`src/rtl/sctd_pkg.sv`:
```
`timescale 1ns / 1ps

package sctd_pkg;

  localparam int unsigned ByteW   = 8;
  localparam int unsigned PosW    = 4;
  localparam int unsigned TempW   = 18;
  localparam int unsigned QuoW    = 2 * ByteW;
  localparam int unsigned DivSteps = QuoW;
  localparam int unsigned StepW   = $clog2(DivSteps);

  // Job queue between front and back
  localparam int unsigned QDepth  = 2;
  localparam int unsigned QPtrW   = (QDepth > 1) ? $clog2(QDepth) : 1;
  localparam int unsigned QCntW   = $clog2(QDepth + 1);

  // Scratchpad byte positions
  localparam logic [PosW-1:0] PosTempLsb  = 4'd0;
  localparam logic [PosW-1:0] PosTempMsb  = 4'd1;
  localparam logic [PosW-1:0] PosCountRem = 4'd6;
  localparam logic [PosW-1:0] PosCountPer = 4'd7;
  localparam logic [PosW-1:0] PosLast     = 4'd8;

  localparam logic [ByteW-1:0] CrcPoly = 8'h8C;
  localparam logic [TempW-1:0] QuarterQ8 = 18'd64;

  typedef enum logic [1:0] {
    ST_OK        = 2'd0,
    ST_NOT_READY = 2'd1,
    ST_CRC_ERR   = 2'd2,
    ST_CPC_ZERO  = 2'd3
  } status_e;

  // One classified scratchpad block, handed from front to back
  typedef struct packed {
    status_e          status;
    logic [ByteW-1:0] whole;  // signed whole degrees
    logic             neg;    // count remaining above count per degree
    logic [ByteW-1:0] mag;    // |cpc - cr|
    logic [ByteW-1:0] cpc;
  } job_t;

  // Reflected 1-Wire CRC8 over one byte
  function automatic logic [ByteW-1:0] crc8_byte(input logic [ByteW-1:0] crc,
                                                 input logic [ByteW-1:0] b);
    logic [ByteW-1:0] c;
    c = crc ^ b;
    for (int i = 0; i < ByteW; i++) begin
      if (c[0]) begin
        c = (c >> 1) ^ CrcPoly;
      end else begin
        c = c >> 1;
      end
    end
    return c;
  endfunction

endpackage

```
`src/rtl/scratchpad_crc_temperature_decode.sv`:
```
`timescale 1ns / 1ps

// Channel   Handshake              Beat payload
// -------   --------------------   ------------------------------------------
// in        push   / full          data_byte_i (scratchpad byte 0..8 in order)
// out       pop    / empty         status_o, temperature_q8_o (one per block)
//
// The front takes one byte per cycle; full rises only on the ninth byte of
// a block while the two-entry job queue is full.
// The back takes a job in its idle state, runs the shift-subtract divider for
// the fraction, then loads the result register in its output state; a job
// with an error status skips the divider.
// Reset is asynchronous and active low; it clears the byte position, CRC,
// queue pointers, back state and the result valid flag.
// A result left unpopped holds the back in its output state; bytes keep
// flowing until the queue fills.

module scratchpad_crc_temperature_decode import sctd_pkg::*; (
  input  logic                    clk_i,
  input  logic                    rst_ni,
  input  logic                    push,
  output logic                    full,
  input  logic [ByteW-1:0]        data_byte_i,
  output logic                    empty,
  input  logic                    pop,
  output logic [1:0]              status_o,
  output logic signed [TempW-1:0] temperature_q8_o
);

  // Job handoff between front and back
  job_t front_job, back_job;
  logic jq_push, jq_full, jq_pop, jq_empty;

  // Front: accept bytes, run the CRC, latch fields, classify on the last byte
  sctd_front u_front (
    .clk_i       (clk_i),
    .rst_ni      (rst_ni),
    .push_i      (push),
    .full_o      (full),
    .data_byte_i (data_byte_i),
    .job_push_o  (jq_push),
    .job_o       (front_job),
    .job_full_i  (jq_full)
  );

  // Decouple: hold classified blocks while the back is dividing
  sctd_jobq u_jobq (
    .clk_i   (clk_i),
    .rst_ni  (rst_ni),
    .push_i  (jq_push),
    .job_i   (front_job),
    .full_o  (jq_full),
    .pop_i   (jq_pop),
    .job_o   (back_job),
    .empty_o (jq_empty)
  );

  // Back: divide the count fraction, assemble Q8 temperature, drive result beat
  sctd_back u_back (
    .clk_i            (clk_i),
    .rst_ni           (rst_ni),
    .job_i            (back_job),
    .job_empty_i      (jq_empty),
    .job_pop_o        (jq_pop),
    .empty_o          (empty),
    .pop_i            (pop),
    .status_o         (status_o),
    .temperature_q8_o (temperature_q8_o)
  );

endmodule

```
`src/rtl/sctd_front.sv`:
```
`timescale 1ns / 1ps

module sctd_front import sctd_pkg::*; (
  input  logic             clk_i,
  input  logic             rst_ni,
  input  logic             push_i,
  output logic             full_o,
  input  logic [ByteW-1:0] data_byte_i,
  output logic             job_push_o,
  output job_t             job_o,
  input  logic             job_full_i
);

  logic [PosW-1:0]  pos_q, pos_d;
  logic [ByteW-1:0] crc_q, crc_d, crc_next;
  logic [ByteW-1:0] half_q, cr_q, cpc_q;
  logic             sign_q;
  logic             accept;
  logic             last_byte;
  logic [ByteW:0]   cr_plus1;

  assign last_byte = (pos_q == PosLast);
  assign full_o    = last_byte && job_full_i;
  assign accept    = push_i && !full_o;
  assign crc_next  = crc8_byte(crc_q, data_byte_i);

  always_comb begin
    pos_d = pos_q;
    crc_d = crc_q;
    if (accept) begin
      if (last_byte) begin
        pos_d = '0;
        crc_d = '0;
      end else begin
        pos_d = pos_q + 1'b1;
        crc_d = crc_next;
      end
    end
  end

  always_ff @(posedge clk_i or negedge rst_ni) begin
    if (!rst_ni) begin
      pos_q  <= '0;
      crc_q  <= '0;
      half_q <= '0;
      sign_q <= 1'b0;
      cr_q   <= '0;
      cpc_q  <= '0;
    end else begin
      pos_q <= pos_d;
      crc_q <= crc_d;
      if (accept) begin
        case (pos_q)
          PosTempLsb:  half_q <= data_byte_i;
          PosTempMsb:  sign_q <= data_byte_i[0];
          PosCountRem: cr_q   <= data_byte_i;
          PosCountPer: cpc_q  <= data_byte_i;
          default: ;
        endcase
      end
    end
  end

  // Classify the block on its ninth byte
  assign cr_plus1   = {1'b0, cr_q} + 1'b1;
  assign job_push_o = accept && last_byte;

  always_comb begin
    job_o.whole = {sign_q, half_q[ByteW-1:1]};
    job_o.neg   = (cr_q > cpc_q);
    job_o.mag   = job_o.neg ? (cr_q - cpc_q) : (cpc_q - cr_q);
    job_o.cpc   = cpc_q;
    if (crc_next != '0) begin
      job_o.status = ST_CRC_ERR;
    end else if ({1'b0, cpc_q} == cr_plus1) begin
      job_o.status = ST_NOT_READY;
    end else if (cpc_q == '0) begin
      job_o.status = ST_CPC_ZERO;
    end else begin
      job_o.status = ST_OK;
    end
  end

endmodule

```
`src/rtl/sctd_jobq.sv`:
```
`timescale 1ns / 1ps

module sctd_jobq import sctd_pkg::*; (
  input  logic clk_i,
  input  logic rst_ni,
  input  logic push_i,
  input  job_t job_i,
  output logic full_o,
  input  logic pop_i,
  output job_t job_o,
  output logic empty_o
);

  job_t             mem_q [QDepth];
  logic [QPtrW-1:0] wr_ptr_q, rd_ptr_q;
  logic [QCntW-1:0] cnt_q;
  logic             do_push, do_pop;

  assign full_o  = (cnt_q == QCntW'(QDepth));
  assign empty_o = (cnt_q == '0);
  assign do_push = push_i && !full_o;
  assign do_pop  = pop_i && !empty_o;
  assign job_o   = mem_q[rd_ptr_q];

  always_ff @(posedge clk_i) begin
    if (do_push) begin
      mem_q[wr_ptr_q] <= job_i;
    end
  end

  always_ff @(posedge clk_i or negedge rst_ni) begin
    if (!rst_ni) begin
      wr_ptr_q <= '0;
      rd_ptr_q <= '0;
      cnt_q    <= '0;
    end else begin
      if (do_push) begin
        wr_ptr_q <= (wr_ptr_q == QPtrW'(QDepth - 1)) ? '0 : wr_ptr_q + 1'b1;
      end
      if (do_pop) begin
        rd_ptr_q <= (rd_ptr_q == QPtrW'(QDepth - 1)) ? '0 : rd_ptr_q + 1'b1;
      end
      if (do_push && !do_pop) begin
        cnt_q <= cnt_q + 1'b1;
      end else if (do_pop && !do_push) begin
        cnt_q <= cnt_q - 1'b1;
      end
    end
  end

endmodule

```
`src/rtl/sctd_back.sv`:
```
`timescale 1ns / 1ps

module sctd_back import sctd_pkg::*; (
  input  logic                    clk_i,
  input  logic                    rst_ni,
  input  job_t                    job_i,
  input  logic                    job_empty_i,
  output logic                    job_pop_o,
  output logic                    empty_o,
  input  logic                    pop_i,
  output logic [1:0]              status_o,
  output logic signed [TempW-1:0] temperature_q8_o
);

  typedef enum logic [2:0] {
    B_IDLE = 3'b001,
    B_DIV  = 3'b010,
    B_OUT  = 3'b100
  } bstate_e;

  bstate_e          state_q, state_d;
  job_t             job_q;
  logic [StepW-1:0] step_q;
  logic [ByteW-1:0] rem_q, rem_d;
  logic [QuoW-1:0]  quo_q, quo_d;
  logic [ByteW:0]   rem_sh;
  logic             ge;
  logic             out_valid_q;
  status_e          out_status_q;
  logic [TempW-1:0] out_temp_q;
  logic [TempW-1:0] frac, frac_s, temp_d;
  logic             out_load;

  // One restoring division step: remainder stays below cpc
  assign rem_sh = {rem_q, quo_q[QuoW-1]};
  assign ge     = (rem_sh >= {1'b0, job_q.cpc});
  assign rem_d  = ge ? ByteW'(rem_sh - {1'b0, job_q.cpc}) : rem_sh[ByteW-1:0];
  assign quo_d  = {quo_q[QuoW-2:0], ge};

  assign frac   = {{(TempW - QuoW){1'b0}}, quo_q};
  assign frac_s = job_q.neg ? (~frac + 1'b1) : frac;

  always_comb begin
    if (job_q.status == ST_OK) begin
      temp_d = {{(TempW - 2 * ByteW){job_q.whole[ByteW-1]}}, job_q.whole, {ByteW{1'b0}}}
               - QuarterQ8 + frac_s;
    end else begin
      temp_d = '0;
    end
  end

  assign job_pop_o = (state_q == B_IDLE) && !job_empty_i;
  assign out_load  = (state_q == B_OUT) && (!out_valid_q || pop_i);

  always_comb begin
    state_d = state_q;
    case (state_q)
      B_IDLE: begin
        if (!job_empty_i) begin
          state_d = (job_i.status == ST_OK) ? B_DIV : B_OUT;
        end
      end
      B_DIV: begin
        if (step_q == StepW'(DivSteps - 1)) begin
          state_d = B_OUT;
        end
      end
      B_OUT: begin
        if (out_load) begin
          state_d = B_IDLE;
        end
      end
      default: state_d = B_IDLE;
    endcase
  end

  always_ff @(posedge clk_i) begin
    if (job_pop_o) begin
      job_q <= job_i;
      rem_q <= '0;
      quo_q <= {job_i.mag, {ByteW{1'b0}}};
    end else if (state_q == B_DIV) begin
      rem_q <= rem_d;
      quo_q <= quo_d;
    end
    if (out_load) begin
      out_status_q <= job_q.status;
      out_temp_q   <= temp_d;
    end
  end

  always_ff @(posedge clk_i or negedge rst_ni) begin
    if (!rst_ni) begin
      state_q     <= B_IDLE;
      step_q      <= '0;
      out_valid_q <= 1'b0;
    end else begin
      state_q <= state_d;
      if (state_q == B_DIV) begin
        step_q <= step_q + 1'b1;
      end else begin
        step_q <= '0;
      end
      if (out_load) begin
        out_valid_q <= 1'b1;
      end else if (pop_i) begin
        out_valid_q <= 1'b0;
      end
    end
  end

  assign empty_o          = !out_valid_q;
  assign status_o         = out_status_q;
  assign temperature_q8_o = out_temp_q;

endmodule

```
`config.mk`:
```
export PLATFORM = sky130hd
export DESIGN_NAME = scratchpad_crc_temperature_decode
export DESIGN_NICKNAME = d
export VERILOG_FILES = /design/src/rtl/sctd_pkg.sv /design/src/rtl/scratchpad_crc_temperature_decode.sv /design/src/rtl/sctd_front.sv /design/src/rtl/sctd_jobq.sv /design/src/rtl/sctd_back.sv
export SDC_FILE = /design/constraint.sdc
export NUM_CORES = 1
export LEC_CHECK = 0
export BUFFER_PORTS_ARGS = -buffer_cell sky130_fd_sc_hd__buf_2
export CAP_MARGIN = 20
export CORE_MARGIN = 2
export CORE_UTILIZATION = 36
export CTS_CLUSTER_DIAMETER = 120
export CTS_CLUSTER_SIZE = 12
export DETAILED_ROUTE_END_ITERATION = 16
export PLACE_DENSITY = 0.59
export SLEW_MARGIN = 10
export SYNTH_ARGS = -nofsm -noshare
export SYNTH_HDL_FRONTEND = slang
export SYNTH_SLANG_ARGS = --single-unit
```
`constraint.sdc`:
```
create_clock -name clk_i -period 6.6 [get_ports clk_i]
set_input_delay 1.32 -clock clk_i [delete_from_list [all_inputs] [get_ports clk_i]]
set_output_delay 1.32 -clock clk_i [all_outputs]
set_load 0.005 [all_outputs]
```
==> summary by stage <==
Routing
The residual antenna-violating net count after detailed routing is 0. Using the TritonRoute via totals, the vias-per-cell ratio works out to 4.89. The number of DRC violations after detailed-routing iteration 0 is 329. For this block, the via count after detailed routing is 5464.

The total wirelength of the detailed-routed design is 16.3 mm. The first detailed-routing pass took 4 iterations. The post-detailed-route DRC marker count is 0. The routed length per placed instance is 14.5 um.

Floorplanning
The core region is 23500 sq um. The number of placement rows is 56. The die width is 159 um. The floorplan step defined a die boundary enclosing 25100 sq um. 34 I/O pins were placed.

Measured along the y axis, the die boundary spans between 150 and 200 um. The starting density of the core is 0.366.

Critical path
The worst setup path is of the reg2reg kind. The slowest stage cell on the critical path is sky130_fd_sc_hd__or4_1. The setup check on the worst reg-to-reg path leaves a slack of 3.29 ns. The kind of end point of the critical path is a register. The worst reg2reg path startpoint is u_back.quo_q[2]. Walking the worst path, the cells encountered are nor4_4, nand3_1, or3_1, o31ai_1, xnor2_1, ha_1, a21o_1, or4_1, and3_1, nor3_1. The arrival time at the worst endpoint is 3.56 ns. The number of cells on the worst reg-to-reg path is 10.

The capturing point of the worst reg2reg path is u_back.temperature_q8_o[16]. The kind of launch point of the worst setup path is a register. The data required time at the worst endpoint is slightly below 7 ns. The maximum fanout count along the critical path is 6. The maximum single-stage delay on the critical path is 0.48 ns.

Clock network
The number of buffers inserted for hold repair after clock tree synthesis is 0. The tree is rooted in a sky130_fd_sc_hd__clkbuf_16. Once the clock tree was built, the resizer swapped 0 gates to a different size.

The number of clock sinks seen by CTS is between 150 and 200. In this run, CTS created clock tree buffers numbering 17. The number of buffers between clock root and the deepest sink is 2. TritonCTS built the clock tree. The H-tree was split into 4 levels. The clock reaches the later pin of the worst-skew pair after 0.42 ns. The clock-pin transition on the worst setup and hold timing paths is 0.07 ns. The post-CTS repair timing setup buffer count is 0.

Flow run
The number of maximum-capacitance violations is 0.

Synthesis
The synthesized instance count is 750. Of the synthesized area, sequential elements account for 0.530. The count of state elements after synthesis is 165.

The number of flops mapped to enable cells by yosys is a little over 100. The Yosys step of the flow raised 0 warnings. The largest area contributor in the synthesized netlist is sky130_fd_sc_hd__edfxtp_1. Counting flops with an async set or reset pin after synthesis yields a share of 0.291. Sorting the synthesized cells by area gives the leading types as sky130_fd_sc_hd__edfxtp_1 (35%), sky130_fd_sc_hd__dfrtp_1 (14%), sky130_fd_sc_hd__ha_1 (6.1%). The average instance area after synthesis is 11.5 sq um.

By count the netlist is led by sky130_fd_sc_hd__edfxtp_1 (101), sky130_fd_sc_hd__nand2_1 (59), sky130_fd_sc_hd__inv_1 (49), sky130_fd_sc_hd__xnor2_1 (48), sky130_fd_sc_hd__dfrtp_1 (47). The most frequently used cell type in the post-synthesis netlist is sky130_fd_sc_hd__edfxtp_1. In the synthesized netlist the dominant register cell turns out to be sky130_fd_sc_hd__edfxtp_1. The number of distinct library cell variants in the gate-level netlist after synthesis is between 60 and 70. The post-synth net total is 807. The area share of the largest cell type after synthesis is 0.353. The mapped cell area is 8600 sq um.

Power and ir drop
The leakage power figure is 3.79 nW. The power density over the cells is between 500 and 600 nW/um^2. The peak ir drop on the vdd network is 0.214 mV.

Timing
Dividing the final minimum period by the clock period gives 0.501. The maximum clock rate is about 300 MHz. Setup repair after global routing left no endpoint under its margin. The total of endpoints with negative setup slack in the final report is 0. The number of pins exceeding their max-slew limit in the final report was 0.

The accumulated negative setup slack is 0 ns. The maximum clock skew at final layout is 0.0112 ns. The count of endpoints failing hold in the final timing report is 0. The minimum period implied by the final worst setup slack is 3.31 ns. In this run the tightest slew margin relative to its limit is 0.307. The transition time of the tightest slew-check pin is 1.02 ns.

Placed design
The count of input and output buffers is 33. At the end of routability-driven placement, the weighted congestion stood at 0.814. The placed wire-length estimate after detailed placement is between 10 and 15 mm.

Min path
For hold timing, the worst endpoint is u_back.step_q[0]. Counting instances, the worst hold path has a depth of 1. The min-delay analysis places its worst path in the category reg2reg. The hold path startpoint is u_back.step_q[0].

Layout
The fraction of final layout cells with drive strength greater than 1 is 0.164. The number of antenna diodes is 0. The area of combinational cells with multiple inputs is 3770 sq um. The register cell area after layout is around 4600 sq um. The layout has 2218 filler cells. After the last flow step, the layout net total stands at 843. The area growth from synthesis to layout is 12.8%. Once layout is complete, the utilization of the core stands at 0.413.

GRT
The remaining global-route overflow is 0. In the global route stage, overall resource usage came out at 0.141. The first global-routing pass estimated 27.7 mm of wire. Entering global routing, the biggest net connects 49 pins.

The via count of the first global-routing pass is 5346. The number of antenna violations at the first check in global routing was 0.

Outcome
The flow ran to the end, and the final reports show no timing, DRC or antenna violations.
## final cells by class
cell class,instances,share of cell area
sequential,165,0.470
multi-input combinational,511,0.389
clock buffer,20,0.0493
tap,319,0.0411
timing repair buffer,40,0.0224
inverter,51,0.0197
clock inverter,12,0.00928
## metrics by stage
stage                     cell area [sq um]  hold slack, ns  instances  power [mW]  worst slack (ns)
after floorplan                        8600           0.433        750        3.91              2.89
after global placement                 9130           0.450       1085        4.51              3.26
after detailed placement               9130           0.462       1085        4.53              3.20
after CTS                              9700           0.471       1117        5.49              3.28
after global routing                   9700           0.497       1118        5.92              2.97
final                                  9700           0.462       1118        5.44              3.29
## worst max-delay path: cells and delay by family (launching register included)
kind	cells	cell delay [ns]
xor+xnor	1	0.16
compound gates	2	0.48
flops	1	0.38
simple gates	6	1.82
fa+ha+maj	1	0.31
## layer usage
layer / track usage / vias up / routed length (um) / part of all wire
met5: 0 / - / 0 / 0
met4: 0.0330 / 0 / 164 / 0.010
met3: 0.0318 / 12 / 575 / 0.035
met2: 0.222 / 72 / 7420 / 0.46
met1: 0.198 / 2613 / 8090 / 0.50
li1: - / 2767 / - / -
## cells by family after synthesis
| family | Yosys count | share of synthesized area |
|---|---|---|
| adders and majority gates | 45 | 0.0681 |
| buffers and inverters | 74 | 0.0330 |
| DFF | 165 | 0.530 |
| muxes | 62 | 0.0787 |
| and+or+nand+nor | 194 | 0.114 |
| AOI/OAI and AO/OA | 141 | 0.0995 |
| xor gates and xnor gates | 69 | 0.0768 |
## how the worst max path moves through the flow
stage | end | cells after the start | startpoint | slack (ns)
6_report | u_back.temperature_q8_o[16] | 10 | u_back.quo_q[2] | 3.29
5_1_grt | u_back.temperature_q8_o[17] | 13 | u_back.quo_q[2] | 2.97
4_1_cts | u_back.temperature_q8_o[17] | 13 | u_back.quo_q[2] | 3.28
3_5_place_dp | u_jobq.mem_q[0][20] | 5 | push | 3.20
3_3_place_gp | u_jobq.mem_q[0][26] | 5 | push | 3.26
2_1_floorplan | u_jobq.mem_q[0][0] | 5 | push | 2.89
## report_power, final
part / switching (mW) / total (mW) / internal [mW]
combinational: 1.44 / 2.60 / 1.17
clock: 0.409 / 0.938 / 0.529
sequential: 0.316 / 1.90 / 1.59
total: 2.16 / 5.44 / 3.28
## placed cells by master, fill, tap and decap left out, types with 4 or more instances in the layout
cell                        count
sky130_fd_sc_hd__nor2b_1       10
sky130_fd_sc_hd__xnor2_1       48
sky130_fd_sc_hd__o31ai_1       11
sky130_fd_sc_hd__mux2i_1       17
sky130_fd_sc_hd__a31oi_1        5
sky130_fd_sc_hd__ha_1          42
sky130_fd_sc_hd__o31a_1         5
sky130_fd_sc_hd__a21o_1         4
sky130_fd_sc_hd__nand2_1       59
sky130_fd_sc_hd__buf_2         33
sky130_fd_sc_hd__o21bai_1       4
sky130_fd_sc_hd__dfxtp_1       16
sky130_fd_sc_hd__a21oi_1       35
sky130_fd_sc_hd__nand2b_1       7
sky130_fd_sc_hd__clkbuf_16     18
sky130_fd_sc_hd__xor2_1        16
sky130_fd_sc_hd__nand3_1       14
sky130_fd_sc_hd__edfxtp_1     101
sky130_fd_sc_hd__nand4_1        5
sky130_fd_sc_hd__dfrtp_1       47
sky130_fd_sc_hd__inv_1         49
sky130_fd_sc_hd__nor2_1        42
sky130_fd_sc_hd__buf_4          7
sky130_fd_sc_hd__and3_1         8
sky130_fd_sc_hd__or3_1          5
sky130_fd_sc_hd__nor3_1        12
sky130_fd_sc_hd__o21ai_1       11
sky130_fd_sc_hd__mux2_2        43
sky130_fd_sc_hd__o21ai_0       41
sky130_fd_sc_hd__and2_1         4
sky130_fd_sc_hd__nor4_1         4
## flip-flops by register name (all words and copies together) (netlist names), 7 cells and up
register / count
u_jobq.mem_q: 54
u_back.job_q: 19
u_front.crc_q: 8
u_back.temperature_q8_o: 18
u_front.cpc_q: 8
u_back.quo_q: 16
u_back.rem_q: 8
u_front.cr_q: 8
u_front.half_q: 7
Note: power is estimated with default switching activity, not from simulation.
